`src/tccs_pkg.sv`:
```
`default_nettype none

package tccs_pkg;

    localparam int MAX_COLS  = 80;
    localparam int MAX_ROWS  = 25;
    localparam int COL_W     = 7;
    localparam int ROW_W     = 5;
    localparam int CH_W      = 8;
    localparam int CELL_W    = 2 * CH_W;
    // geometry counts are one bit wider than a cursor position
    localparam int COLS_CW   = COL_W + 1;
    localparam int ROWS_CW   = ROW_W + 1;
    localparam int CELLS     = MAX_COLS * MAX_ROWS;
    localparam int ADDR_W    = $clog2(CELLS);
    localparam int CFG_IDX_W = 2;
    localparam int CFG_W     = 7;
    localparam int QDEPTH    = 2;

    localparam logic [CFG_IDX_W-1:0] REG_COLS = CFG_IDX_W'(0);
    localparam logic [CFG_IDX_W-1:0] REG_ROWS = CFG_IDX_W'(1);

    localparam logic [CH_W-1:0]   BLANK_COLOR = 8'h0f;
    localparam logic [CH_W-1:0]   CH_NUL      = 8'h00;
    localparam logic [CH_W-1:0]   CH_BS       = 8'h08;
    localparam logic [CH_W-1:0]   CH_NL       = 8'h0a;
    localparam logic [CH_W-1:0]   CH_SPACE    = 8'h20;
    localparam logic [CELL_W-1:0] BLANK_CELL  = {BLANK_COLOR, CH_NUL};

    typedef enum logic [1:0] {
        REQ_PUT       = 2'd0,
        REQ_PUT_COLOR = 2'd1,
        REQ_READ      = 2'd2
    } t_req;

    typedef enum logic [2:0] {
        OP_NONE,
        OP_PUT_KEEP,
        OP_PUT_COLOR,
        OP_READ,
        OP_SCROLL
    } t_op;

    typedef enum logic [2:0] {
        BS_CLEAR,
        BS_IDLE,
        BS_MERGE,
        BS_RESP,
        BS_SCR_RD,
        BS_SCR_WR,
        BS_BLANK
    } t_bstate;

    typedef struct packed {
        t_op               op;
        logic [CH_W-1:0]   ch;
        logic [CH_W-1:0]   color;
        logic [ADDR_W-1:0] addr;
        logic [COL_W-1:0]  cur_col;
        logic [ROW_W-1:0]  cur_row;
    } t_cmd;

    typedef struct packed {
        logic [COLS_CW-1:0] cols;
        logic [ROWS_CW-1:0] rows;
    } t_geom;

    function automatic logic [ADDR_W-1:0] cell_addr(input logic [ROW_W-1:0] row,
                                                    input logic [COL_W-1:0] col);
        return ADDR_W'(row) * ADDR_W'(MAX_COLS) + ADDR_W'(col);
    endfunction

    function automatic logic [COLS_CW-1:0] clamp_cols(input logic [CFG_W-1:0] v);
        logic [COLS_CW-1:0] res;
        if (v == '0) begin
            res = COLS_CW'(1);
        end else if (int'(v) > MAX_COLS) begin
            res = COLS_CW'(MAX_COLS);
        end else begin
            res = COLS_CW'(v);
        end
        return res;
    endfunction

    function automatic logic [ROWS_CW-1:0] clamp_rows(input logic [ROW_W-1:0] v);
        logic [ROWS_CW-1:0] res;
        if (v == '0) begin
            res = ROWS_CW'(1);
        end else if (int'(v) > MAX_ROWS) begin
            res = ROWS_CW'(MAX_ROWS);
        end else begin
            res = ROWS_CW'(v);
        end
        return res;
    endfunction

endpackage

`default_nettype wire

```
`src/tccs_queue.sv`:
```
`default_nettype none

module tccs_queue (
    input  wire logic          i_clk,
    input  wire logic          i_rst_n,
    input  wire logic          i_push,
    input  tccs_pkg::t_cmd     i_push_data,
    output logic               o_full,
    input  wire logic          i_pop,
    output tccs_pkg::t_cmd     o_pop_data,
    output logic               o_empty
);
    import tccs_pkg::*;

    localparam int QPTR_W = (QDEPTH > 1) ? $clog2(QDEPTH) : 1;
    localparam int QCNT_W = $clog2(QDEPTH + 1);

    t_cmd              r_entry [QDEPTH];
    logic [QPTR_W-1:0] r_wr_ptr, n_wr_ptr;
    logic [QPTR_W-1:0] r_rd_ptr, n_rd_ptr;
    logic [QCNT_W-1:0] r_count, n_count;

    assign o_full     = (r_count == QCNT_W'(QDEPTH));
    assign o_empty    = (r_count == '0);
    assign o_pop_data = r_entry[r_rd_ptr];

    always_comb begin
        n_wr_ptr = r_wr_ptr;
        n_rd_ptr = r_rd_ptr;
        n_count  = r_count;
        if (i_push) begin
            n_wr_ptr = (r_wr_ptr == QPTR_W'(QDEPTH - 1)) ? '0 : r_wr_ptr + QPTR_W'(1);
        end
        if (i_pop) begin
            n_rd_ptr = (r_rd_ptr == QPTR_W'(QDEPTH - 1)) ? '0 : r_rd_ptr + QPTR_W'(1);
        end
        if (i_push && !i_pop) begin
            n_count = r_count + QCNT_W'(1);
        end else if (i_pop && !i_push) begin
            n_count = r_count - QCNT_W'(1);
        end
    end

    always_ff @(posedge i_clk) begin
        if (!i_rst_n) begin
            r_wr_ptr <= '0;
            r_rd_ptr <= '0;
            r_count  <= '0;
        end else begin
            r_wr_ptr <= n_wr_ptr;
            r_rd_ptr <= n_rd_ptr;
            r_count  <= n_count;
        end
    end

    always_ff @(posedge i_clk) begin
        if (i_push) begin
            r_entry[r_wr_ptr] <= i_push_data;
        end
    end

    a_no_overflow: assert property (@(posedge i_clk) disable iff (!i_rst_n)
        (o_full && !i_pop) |-> !i_push)
        else $error("queue push while full");

endmodule

`default_nettype wire

```
`config.mk`:
```
export PLATFORM = sky130hd
export DESIGN_NAME = tccs_queue
export DESIGN_NICKNAME = d
export VERILOG_FILES = /design/src/tccs_pkg.sv /design/src/tccs_queue.sv
export SDC_FILE = /design/constraint.sdc
export NUM_CORES = 1
export LEC_CHECK = 0
export ABC_AREA = 1
export BUFFER_PORTS_ARGS = -buffer_cell sky130_fd_sc_hd__buf_2
export CAP_MARGIN = 20
export CORE_MARGIN = 2
export CORE_UTILIZATION = 38
export CTS_BUF_LIST = sky130_fd_sc_hd__clkbuf_16
export DETAILED_ROUTE_END_ITERATION = 8
export SLEW_MARGIN = 25
export SYNTH_ARGS = -nofsm -noshare
export SYNTH_HDL_FRONTEND = slang
export SYNTH_SLANG_ARGS = --single-unit
```
`constraint.sdc`:
```
create_clock -name i_clk -period 4.35 [get_ports i_clk]
set_clock_uncertainty 0.2 [all_clocks]
set_input_delay 0.87 -clock i_clk [delete_from_list [all_inputs] [get_ports i_clk]]
set_output_delay 0.87 -clock i_clk [all_outputs]
set_load 0.02 [all_outputs]
```
==> results.cfg <==
[pwr]
power.density_mw_per_mm2 = 471
vdd_drop_max_v = 0.000209
power_frac_clock = 0.393
fin_total_pwr_uw = 2030
leakagePower_uw = 0.00174
comb_pwr_share = 0.109
power.switching_uw = 439
seq_power_share = 0.498
power.internal_uw = 1590
power.share.switching = 0.216

[clock_tree]
cts_buffers = 9
post_cts_resize_count = 0
cts_hold_repair.buffers = 0
worstSkewPairLatency_ns = 0.32
cts_root_buffer = sky130_fd_sc_hd__clkbuf_16
cts.path.max_buffers = 2
clock_sink_count = 89
cts_setup_buffers = 0
cts_tree = built
cts-htree-levels = 3
worst_setup_hold_path_clk_slew_ns = 0.06

[route]
route.vias.total = 1705
route.final.wire_length_um = 5660
detail_route.wirelength.met1_um = 2480
ant_nets = 0
viasPerCell = 4.53
route.met3.wl_um = 374
wl_met2_um = 2720
post-route-drc-count = 0
highest_metal_layer_with_signal_wires = met4
routed_wire_length_per_instance_um = 15.1
drt-initial-drc-count = 50
first_pass_iteration_count_of_the_detailed_router = 4

[synth]
synth_fp_nets = 213
yosys.area_share.xor_xnor = 0
synth.top_cell.area_share = 0.728
syn_area_mm2 = 0.00346
synth-seq-area-share = 0.757
post-synth-top-count-cell = sky130_fd_sc_hd__edfxtp_1
synth-async-reset-ratio = 0
synth_edf_count = 84
synth_cells = 166
synth.mux.area_fraction = 0.180
syn_area_per_cell_um2 = 20.9
main_combinational_cell_family_by_area_after_synthesis = multiplexers
synth_seq_cells = 89
synth_compound_gate_area_share = 0.00289
yosys.area.top_type = sky130_fd_sc_hd__edfxtp_1
synth_simple_gate_area_share = 0.0217
yosys_most_used_dff = sky130_fd_sc_hd__edfxtp_1
yosys_warnings = 0
ys_top_cells_by_area = sky130_fd_sc_hd__edfxtp_1 73%, sky130_fd_sc_hd__mux2_4 17%, sky130_fd_sc_hd__dfxtp_1 2.9%, sky130_fd_sc_hd__buf_12 2.3%, sky130_fd_sc_hd__nor2_1 0.98%
yosysUniqueCellTypes = 14
ys_top_cells_by_count = 84 x sky130_fd_sc_hd__edfxtp_1, 40 x sky130_fd_sc_hd__mux2_4, 9 x sky130_fd_sc_hd__nor2_1
synthesized_area_fraction_occupied_by_adder_cells = 0.00361

[sta]
finalMaxSlewViolations = 0
setup_violations = 0
grt_setup_unrepaired = no
slew_headroom = 0.356
worst-slew-pin-transition_ns = 0.964
max_clock_freq_ghz = 0.331
finalCritPeriodShare = 0.695
fin_crit_ns = 3.02
final_hold_vios = 0
timing.setup.tns_ns = 0
least_setup_slack_across_all_paths_after_layout_ns = 1.33

[worst_hold_path]
hold_path.startpoint = r_rd_ptr
timing.hold.worst.class = reg2reg

[setup_path]
timing.critical_path.from_type = register
critical_path_arrival_ns = 1.95
number_of_buffers_and_inverters_on_the_critical_path = 2
crit_chain = buf_12 > mux2_2 > buf_2
worst_path_dominant_cell_family = flip-flops
reg2reg_from = r_wr_ptr
criticalPathCategory = reg2out
crit_path_max_fanout = 22
end_kind = output pin
cpMaxStageDelayCell = sky130_fd_sc_hd__dfxtp_2
cp.required_ns = 3.28
crit_path_max_incr_delay_ns = 0.81

[die]
die_h_um = 99.5
ios = 90
core_mm2 = 0.00876
core.rowCount = 34
chipWidth_um = 99.5
dieArea_mm2 = 0.00990
start_util = 0.395

[placement]
dp_worst_setup_slack_ns = 1.64
place.gp.congestion = 0.693
placedCellCount = 360
dp.final_hpwl_um = 3770
numPortBuffers = 89

[grt]
overflow = 0
largest_net_degree_at_the_start_of_global_routing = 43
grt_first_pass_wirelength_um = 8670
track_usage = 0.117
grt_antenna_before_repair = 0
grt_pass1_vias = 1724

[run]
drv_cap = 0

[cells_and_area]
fin_nets = 310
final_layout_size_suffix_gt1_frac = 0.556
synthToLayoutAreaGrowth_pct = 24.2
antenna-diode-count = 0
layoutNonFillerInstCount = 376
layout.core_utilization = 0.491

[outcome]
run_status = finished, final reports clean
registers in the layout, summed over array words and instances (netlist names), named ones only:
register / flops
r_wr_ptr: 1
r_count: 2
r_rd_ptr: 1
r_entry: 84
cells by family (layout without fill, tap and decap cells):
| family | after synthesis | after routing |
|---|---|---|
| flops | 89 | 89 |
| mux | 42 | 42 |
| simple gates | 19 | 19 |
| buf+inv | 13 | 115 |
| compound gates | 2 | 2 |
| fa+ha+maj | 1 | 1 |
power groups by stage:
stage / clock network (µW) / logic (µW) / registers [µW]
floorplan: 0 / 166 / 1020
global placement: 0 / 222 / 1030
detailed placement: 0 / 225 / 1030
CTS: 818 / 226 / 1010
global route: 853 / 239 / 1010
finish: 797 / 221 / 1010
worst reg2reg max path, stage by stage (launching register included):
cell and delay [ns]:
sky130_fd_sc_hd__dfxtp_1 0.34, sky130_fd_sc_hd__nor2_4 0.68, sky130_fd_sc_hd__buf_4 0.40
path summary, 6_finish.rpt:
path	depth (start not counted)	to	slack (ns)
worst max-delay path	3	o_pop_data[22]	1.33
worst min-delay path	2	register	0.32
worst max register to register	2	r_entry[0][41]	2.42
worst min register to register	2	register	0.32
cell type report:
class	count	area [µm²]
Sequential cell	89	2620
Tap cell	108	135
Clock inverter	7	86.3
Fill cell	755	4460
Inverter	8	30.0
Timing Repair Buffer	91	473
Clock buffer	9	225
Multi-Input combinational cell	64	728
routing by layer:
metal / GRT usage / vias to the layer above
li1: - / 821
met1: 0.146 / 811
met2: 0.191 / 63
met3: 0.0415 / 10
met4: 0.0411 / 0
met5: 0 / -
cells in the final DEF (no fill, tap or decap):
cell type / count
sky130_fd_sc_hd__edfxtp_1: 84
sky130_fd_sc_hd__nor2_1: 8
sky130_fd_sc_hd__nand4_1: 1
sky130_fd_sc_hd__clkinv_1: 2
sky130_fd_sc_hd__clkbuf_16: 9
sky130_fd_sc_hd__dfxtp_1: 4
sky130_fd_sc_hd__mux2_4: 40
sky130_fd_sc_hd__ha_1: 1
sky130_fd_sc_hd__bufinv_16: 2
sky130_fd_sc_hd__a21oi_1: 1
sky130_fd_sc_hd__inv_1: 8
sky130_fd_sc_hd__inv_2: 1
sky130_fd_sc_hd__mux2_2: 2
sky130_fd_sc_hd__o21ai_0: 1
sky130_fd_sc_hd__dfxtp_2: 1
sky130_fd_sc_hd__nand3_1: 1
sky130_fd_sc_hd__nor2_4: 1
sky130_fd_sc_hd__buf_4: 1
sky130_fd_sc_hd__buf_2: 89
sky130_fd_sc_hd__buf_12: 1
sky130_fd_sc_hd__nand2_1: 8
sky130_fd_sc_hd__clkinvlp_4: 2
per-stage QoR:
| stage | hold slack, ns | area, µm² |
|---|---|---|
| after floorplan | 0.263 | 3460 |
| after global placement | 0.279 | 3990 |
| after detailed placement | 0.310 | 3990 |
| after CTS | 0.331 | 4300 |
| after global routing | 0.352 | 4300 |
| final | 0.325 | 4300 |
Note: power is estimated with default switching activity, not from simulation.
