$ cat config.mk
export PLATFORM = sky130hd
export DESIGN_NAME = tccs_front
export DESIGN_NICKNAME = d
export VERILOG_FILES = /design/src/tccs_pkg.sv /design/src/tccs_front.sv
export SDC_FILE = /design/constraint.sdc
export NUM_CORES = 1
export LEC_CHECK = 0
export ABC_CLOCK_PERIOD_IN_PS = 3900
export BUFFER_PORTS_ARGS = -buffer_cell sky130_fd_sc_hd__buf_2
export CORE_MARGIN = 5
export CORE_UTILIZATION = 50
export DETAILED_ROUTE_END_ITERATION = 12
export PLACE_DENSITY = 0.78
export SLEW_MARGIN = 20
export SYNTH_ARGS = -nofsm -noshare
export SYNTH_HDL_FRONTEND = slang
export SYNTH_SLANG_ARGS = --single-unit
$ cat constraint.sdc
create_clock -name i_clk -period 3.9 [get_ports i_clk]
set_input_delay 0.78 -clock i_clk [delete_from_list [all_inputs] [get_ports i_clk]]
set_output_delay 0.78 -clock i_clk [all_outputs]
set_load 0.02 [all_outputs]
$ cat src/tccs_pkg.sv
`default_nettype none

package tccs_pkg;

    localparam int MAX_COLS  = 80;
    localparam int MAX_ROWS  = 25;
    localparam int COL_W     = 7;
    localparam int ROW_W     = 5;
    localparam int CH_W      = 8;
    localparam int CELL_W    = 2 * CH_W;
    // geometry counts are one bit wider than a cursor position
    localparam int COLS_CW   = COL_W + 1;
    localparam int ROWS_CW   = ROW_W + 1;
    localparam int CELLS     = MAX_COLS * MAX_ROWS;
    localparam int ADDR_W    = $clog2(CELLS);
    localparam int CFG_IDX_W = 2;
    localparam int CFG_W     = 7;
    localparam int QDEPTH    = 2;

    localparam logic [CFG_IDX_W-1:0] REG_COLS = CFG_IDX_W'(0);
    localparam logic [CFG_IDX_W-1:0] REG_ROWS = CFG_IDX_W'(1);

    localparam logic [CH_W-1:0]   BLANK_COLOR = 8'h0f;
    localparam logic [CH_W-1:0]   CH_NUL      = 8'h00;
    localparam logic [CH_W-1:0]   CH_BS       = 8'h08;
    localparam logic [CH_W-1:0]   CH_NL       = 8'h0a;
    localparam logic [CH_W-1:0]   CH_SPACE    = 8'h20;
    localparam logic [CELL_W-1:0] BLANK_CELL  = {BLANK_COLOR, CH_NUL};

    typedef enum logic [1:0] {
        REQ_PUT       = 2'd0,
        REQ_PUT_COLOR = 2'd1,
        REQ_READ      = 2'd2
    } t_req;

    typedef enum logic [2:0] {
        OP_NONE,
        OP_PUT_KEEP,
        OP_PUT_COLOR,
        OP_READ,
        OP_SCROLL
    } t_op;

    typedef enum logic [2:0] {
        BS_CLEAR,
        BS_IDLE,
        BS_MERGE,
        BS_RESP,
        BS_SCR_RD,
        BS_SCR_WR,
        BS_BLANK
    } t_bstate;

    typedef struct packed {
        t_op               op;
        logic [CH_W-1:0]   ch;
        logic [CH_W-1:0]   color;
        logic [ADDR_W-1:0] addr;
        logic [COL_W-1:0]  cur_col;
        logic [ROW_W-1:0]  cur_row;
    } t_cmd;

    typedef struct packed {
        logic [COLS_CW-1:0] cols;
        logic [ROWS_CW-1:0] rows;
    } t_geom;

    function automatic logic [ADDR_W-1:0] cell_addr(input logic [ROW_W-1:0] row,
                                                    input logic [COL_W-1:0] col);
        return ADDR_W'(row) * ADDR_W'(MAX_COLS) + ADDR_W'(col);
    endfunction

    function automatic logic [COLS_CW-1:0] clamp_cols(input logic [CFG_W-1:0] v);
        logic [COLS_CW-1:0] res;
        if (v == '0) begin
            res = COLS_CW'(1);
        end else if (int'(v) > MAX_COLS) begin
            res = COLS_CW'(MAX_COLS);
        end else begin
            res = COLS_CW'(v);
        end
        return res;
    endfunction

    function automatic logic [ROWS_CW-1:0] clamp_rows(input logic [ROW_W-1:0] v);
        logic [ROWS_CW-1:0] res;
        if (v == '0) begin
            res = ROWS_CW'(1);
        end else if (int'(v) > MAX_ROWS) begin
            res = ROWS_CW'(MAX_ROWS);
        end else begin
            res = ROWS_CW'(v);
        end
        return res;
    endfunction

endpackage

`default_nettype wire

$ cat src/tccs_front.sv
`default_nettype none

module tccs_front (
    input  wire logic                            i_clk,
    input  wire logic                            i_rst_n,
    input  wire logic                            i_valid,
    output logic                                 o_stall,
    input  wire logic [1:0]                      i_req_type,
    input  wire logic [tccs_pkg::CH_W-1:0]       i_ch,
    input  wire logic [tccs_pkg::CH_W-1:0]       i_color,
    input  wire logic [tccs_pkg::COL_W-1:0]      i_cell_col,
    input  wire logic [tccs_pkg::ROW_W-1:0]      i_cell_row,
    input  wire logic                            i_cfg_we,
    input  wire logic [tccs_pkg::CFG_IDX_W-1:0]  i_cfg_idx,
    input  wire logic [tccs_pkg::CFG_W-1:0]      i_cfg_data,
    input  wire logic                            i_q_full,
    input  wire logic                            i_clearing,
    output logic                                 o_push,
    output tccs_pkg::t_cmd                       o_cmd,
    output tccs_pkg::t_geom                      o_geom
);
    import tccs_pkg::*;

    t_geom              r_geom, n_geom;
    logic [COL_W-1:0]   r_ccol, n_ccol;
    logic [ROW_W-1:0]   r_crow, n_crow;
    logic [COL_W-1:0]   n_col;
    logic [ROW_W-1:0]   n_row;
    logic [COLS_CW-1:0] cols_m1, cfg_cols, cfg_cols_m1;
    logic [ROWS_CW-1:0] rows_m1, cfg_rows, cfg_rows_m1;
    logic               col_last, row_last, accept;
    t_req               req;
    t_cmd               cmd;

    assign o_stall = i_q_full || i_clearing;
    assign accept  = i_valid && !o_stall;
    assign o_push  = accept;
    assign o_cmd   = cmd;
    assign o_geom  = r_geom;
    assign req     = t_req'(i_req_type);

    assign cols_m1  = r_geom.cols - COLS_CW'(1);
    assign rows_m1  = r_geom.rows - ROWS_CW'(1);
    assign col_last = ({1'b0, r_ccol} == cols_m1);
    assign row_last = ({1'b0, r_crow} == rows_m1);

    // classify the request and work out where the cursor lands
    always_comb begin
        n_ccol    = r_ccol;
        n_crow    = r_crow;
        cmd.op    = OP_NONE;
        cmd.ch    = i_ch;
        cmd.color = i_color;
        cmd.addr  = cell_addr(r_crow, r_ccol);
        unique case (req) inside
            REQ_PUT, REQ_PUT_COLOR: begin
                if (i_ch == CH_NL) begin
                    n_ccol = '0;
                    if (row_last) begin
                        cmd.op = OP_SCROLL;
                    end else begin
                        n_crow = r_crow + ROW_W'(1);
                    end
                end else if (i_ch == CH_BS && req == REQ_PUT) begin
                    if (r_ccol == '0) begin
                        if (r_crow != '0) begin
                            n_crow = r_crow - ROW_W'(1);
                            n_ccol = cols_m1[COL_W-1:0];
                        end
                    end else begin
                        n_ccol = r_ccol - COL_W'(1);
                    end
                    cmd.op   = OP_PUT_KEEP;
                    cmd.ch   = CH_SPACE;
                    cmd.addr = cell_addr(n_crow, n_ccol);
                end else begin
                    if (i_ch != CH_NUL) begin
                        cmd.op = (req == REQ_PUT_COLOR) ? OP_PUT_COLOR : OP_PUT_KEEP;
                    end
                    if (col_last) begin
                        n_ccol = '0;
                        if (!row_last) begin
                            n_crow = r_crow + ROW_W'(1);
                        end
                    end else begin
                        n_ccol = r_ccol + COL_W'(1);
                    end
                end
            end
            REQ_READ: begin
                if ({1'b0, i_cell_col} < r_geom.cols && {1'b0, i_cell_row} < r_geom.rows) begin
                    cmd.op   = OP_READ;
                    cmd.addr = cell_addr(i_cell_row, i_cell_col);
                end
            end
            default: ;
        endcase
        cmd.cur_col = n_ccol;
        cmd.cur_row = n_crow;
    end

    // geometry writes pull the cursor back into the active area
    assign cfg_cols    = clamp_cols(i_cfg_data);
    assign cfg_rows    = clamp_rows(i_cfg_data[ROW_W-1:0]);
    assign cfg_cols_m1 = cfg_cols - COLS_CW'(1);
    assign cfg_rows_m1 = cfg_rows - ROWS_CW'(1);

    always_comb begin
        n_geom = r_geom;
        n_col  = r_ccol;
        n_row  = r_crow;
        if (accept) begin
            n_col = n_ccol;
            n_row = n_crow;
        end else if (i_cfg_we) begin
            unique case (i_cfg_idx)
                REG_COLS: begin
                    n_geom.cols = cfg_cols;
                    if ({1'b0, r_ccol} >= cfg_cols) begin
                        n_col = cfg_cols_m1[COL_W-1:0];
                    end
                end
                REG_ROWS: begin
                    n_geom.rows = cfg_rows;
                    if ({1'b0, r_crow} >= cfg_rows) begin
                        n_row = cfg_rows_m1[ROW_W-1:0];
                    end
                end
                default: ;
            endcase
        end
    end

    always_ff @(posedge i_clk) begin
        if (!i_rst_n) begin
            r_geom.cols <= COLS_CW'(MAX_COLS);
            r_geom.rows <= ROWS_CW'(MAX_ROWS);
            r_ccol      <= '0;
            r_crow      <= '0;
        end else begin
            r_geom <= n_geom;
            r_ccol <= n_col;
            r_crow <= n_row;
        end
    end

    a_cursor_in_area: assert property (@(posedge i_clk) disable iff (!i_rst_n)
        ({1'b0, r_ccol} < r_geom.cols) && ({1'b0, r_crow} < r_geom.rows))
        else $error("cursor outside active area");

endmodule

`default_nettype wire

==> impl_metrics.csv <==
group,metric,value,unit
die,num_rows,34,
timing,period_needed,3.98,ns
cts,clkLatencyLatePin,0.28,ns
timing,fmax,251,MHz
critical_path,cp_slowest_stage_delay,0.50,ns
job,cap_violations,0,
die,die_w,105,um
finish,drive_gt1_share,28.3,%
routing,drc,0,
yosys,ys_seq_area_share,10.5,%
cts,cts_buffers,3,
global_routing,antenna_found_initial,0,
yosys,ys_seq_elements,24,
global_routing,track_usage,26.9,%
cts,cts_tree,"built",
critical_path,endpoint_kind,"primary output",
pwr,ir_drop,0.121,mV
timing,finalSetupViolCount,4,
pwr,p_int,716,uW
routing,firstDrtPassIters,5,
placement,gp_congestion,0.970,
yosys,synth_area_per_cell,7.29,um^2
cts,cts_sinks,24,
timing,worst_slack,-0.0773,ns
finish,final_core_util,64.0,%
cts,cts_hold_buffers,0,
routing,first_iter_violations,566,
critical_path,cp_slowest_cell,"a2111oi_1",
pwr,p_per_area,222,mW/mm^2
routing,drt-total-wl,15800,um
critical_path,worst_setup_path_start_kind,"flip-flop",
pwr,seqPwrFrac,21.6,%
routing,wire_per_inst,19.1,um
timing,slew_headroom,63.0,%
timing,rsz0062_at_grt,"true",
die,initial_core_util,51.8,%
routing,antenna_left,0,
die,io_pins,103,
timing,tightest_slew,0.549,ns
min_path,holdCritPathClass,"flip-flop to flip-flop",
pwr,p_switching,536,uW
critical_path,crit_required,3.12,ns
cts,h-tree-depth,1,
yosys,synth_edf_count,0,
routing,viasPerCell,6.48,
finish,area_growth,23.6,%
finish,finalNonFillerCells,829,
placement,port_buffers,84,
yosys,ys_types,76,
yosys,syn-cell-area,0.00456,mm^2
routing,num_vias,5369,
yosys,ys_warn_count,0,
pwr,clockPowerShare,18.1,%
run_status,run_status,"finished with violations",
run_status,violations,"negative setup slack",
cts,clk_path_buf_depth,2,
cts,clk_pin_slew_worst_paths,0.10,ns
critical_path,criticalPathCategory,"flip-flop to primary output",
critical_path,cp_max_fo,4,
yosys,syn_inst,625,
die,die_h,105,um
pwr,power_frac_comb,60.3,%
global_routing,grt_pass1_vias,5071,
critical_path,crit_chain,"inv_1 > ha_2 > nor2b_4 > and2_4 > nand2_1 > nor3_1 > a21o_1 > ha_1 > ha_4 > o221ai_2 > a2111oi_1 > a31oi_1 > o211ai_1 > buf_2",
global_routing,grt-ovfl-total,0,
cts,root_buffer,"clkbuf_8",
die,design.die.area,0.0111,mm^2
yosys,synth_ff_type,"dfxtp_1",
pwr,p_leak,2.73,nW
critical_path,cp.arrival,3.20,ns
yosys,async_flop_share,0,%
global_routing,grt_pass1_wl,25100,um
pwr,p_sw_share,42.8,%
placement,hpwl,12100,um
placement,dp.cells,812,
finish,nNetsFinal,829,
global_routing,grt_start_max_net_pins,24,
timing,finalHoldViolCount,0,
placement,dpl_worst_slack,0.0217,ns
timing,fin_crit_sh,102,%
timing,fin_skew,0.0115,ns
timing,maxSlewViolCount,0,
finish,antenna_cells,0,
die,core,0.00881,mm^2
layer usage:
metal,vias to the layer above,share of wire (%),global-route usage [%]
met5,-,0,0
met4,0,2.8,8.62
met3,53,9.9,3.97
met2,347,48,47.0
met1,2489,40,33.9
li1,2480,-,-
path summary, 6_finish.rpt:
check | depth (start not counted) | startpoint | end | slack [ns]
worst max-delay path | 14 | r_ccol[0] | o_cmd[19] | -0.08
worst min-delay path | 2 | o_geom[6] | o_geom[6] | 0.53
worst max register to register | 9 | o_geom[6] | r_crow[1] | 0.97
worst min register to register | 2 | o_geom[6] | o_geom[6] | 0.53
through the flow:
step	setup TNS, ns	total power [mW]	area, um^2	hold slack (ns)
2_1_floorplan	0	0.742	4610	0.544
3_3_place_gp	0	0.922	5260	0.503
3_5_place_dp	0	0.941	5260	0.516
4_1_cts	-0.140	1.22	5510	0.530
5_1_grt	-0.802	1.33	5630	0.571
6_report	-0.226	1.25	5630	0.531
layout make-up:
cell class,instances,area [um^2]
sequential,24,487
clock buffer,3,41.3
tap,108,135
multi-input combinational,517,3930
fill,783,3170
timing repair buffer,140,876
inverter,36,135
clock inverter,1,30.0
worst max-delay path, delay by kind of cell (launching register included):
kind	cells	cell delay, ns
buf+inv	2	0.27
simple gates	4	0.53
flops	1	0.32
fa+ha+maj	3	0.79
compound gates	5	1.02
cells in the final DEF, fill, tap and decap left out, types with 7 or more instances in the layout:
cell type and count:
mux2i_1 10, nor2_1 61, ha_1 52, xnor2_1 24, buf_4 54, xor2_1 17, o21ai_1 7, a21o_1 10
inv_1 34, o211ai_1 15, a21oi_1 32, nor3_1 16, o21ai_0 28, and3_1 9, nand2_1 51, nand3_1 22
buf_2 81, dfxtp_1 19, nand4_1 7
synth_stat cells, drive strengths merged (3+ instances only):
| cell type | n | share of area (%) |
|---|---|---|
| a2111oi | 3 | 0.58 |
| a211o | 3 | 0.58 |
| a211oi | 5 | 0.82 |
| a21o | 10 | 1.6 |
| a21oi | 36 | 4.0 |
| a22oi | 5 | 0.82 |
| a31o | 3 | 0.58 |
| a31oi | 7 | 0.96 |
| a41oi | 6 | 1.2 |
| and2 | 4 | 0.55 |
| and3 | 9 | 1.2 |
| buf | 16 | 2.4 |
| clkbuf | 33 | 2.7 |
| dfxtp | 24 | 11 |
| fa | 5 | 2.2 |
| ha | 57 | 16 |
| inv | 36 | 3.0 |
| mux2 | 5 | 1.2 |
| mux2i | 11 | 2.5 |
| nand2 | 52 | 4.3 |
| nand2b | 6 | 0.82 |
| nand3 | 24 | 2.7 |
| nand4 | 7 | 0.96 |
| nor2 | 62 | 5.1 |
| nor2b | 5 | 0.69 |
| nor3 | 17 | 1.9 |
| nor3b | 3 | 0.49 |
| nor4 | 9 | 1.9 |
| o211a | 3 | 0.66 |
| o211ai | 15 | 2.5 |
| o21a | 5 | 0.82 |
| o21ai | 37 | 4.1 |
| o221ai | 4 | 0.77 |
| o22ai | 4 | 0.55 |
| o311ai | 6 | 1.2 |
| o31ai | 4 | 0.66 |
| or2 | 3 | 0.41 |
| or4 | 3 | 0.58 |
| xnor2 | 26 | 5.0 |
| xnor3 | 3 | 1.5 |
| xor2 | 18 | 3.5 |
what timing repair did:
item	in CTS	in global routing
resized for setup	26	25
cloned	0	1
pin swaps	12	6
buffers inserted	7	5
endpoints found under the setup margin	6	13
power by group through the flow:
stage | registers, mW | logic [mW] | clock network (mW)
after floorplan | 0.279 | 0.463 | 0
after global placement | 0.274 | 0.648 | 0
after detailed placement | 0.275 | 0.666 | 0
after CTS | 0.270 | 0.723 | 0.226
after global routing | 0.272 | 0.822 | 0.238
final | 0.271 | 0.756 | 0.226
cell families after synthesis:
kind of cell             count (synthesis)  share of synthesized area (%)
flip-flops                              24                           10.5
other                                    1                         0.0823
buffers and inverters                   85                           8.07
AND/OR/NAND/NOR                        217                           24.0
AO/OA/AOI/OAI                          173                           25.8
adder cells (fa/ha/maj)                 62                           17.8
multiplexers                            16                           3.73
XOR/XNOR                                47                           9.94
flip-flops by register name, indices dropped and copies added (netlist names):
name	flops
o_geom	12
r_crow	5
r_ccol	7
No activity file was read; power rests on OpenSTA's default activity.
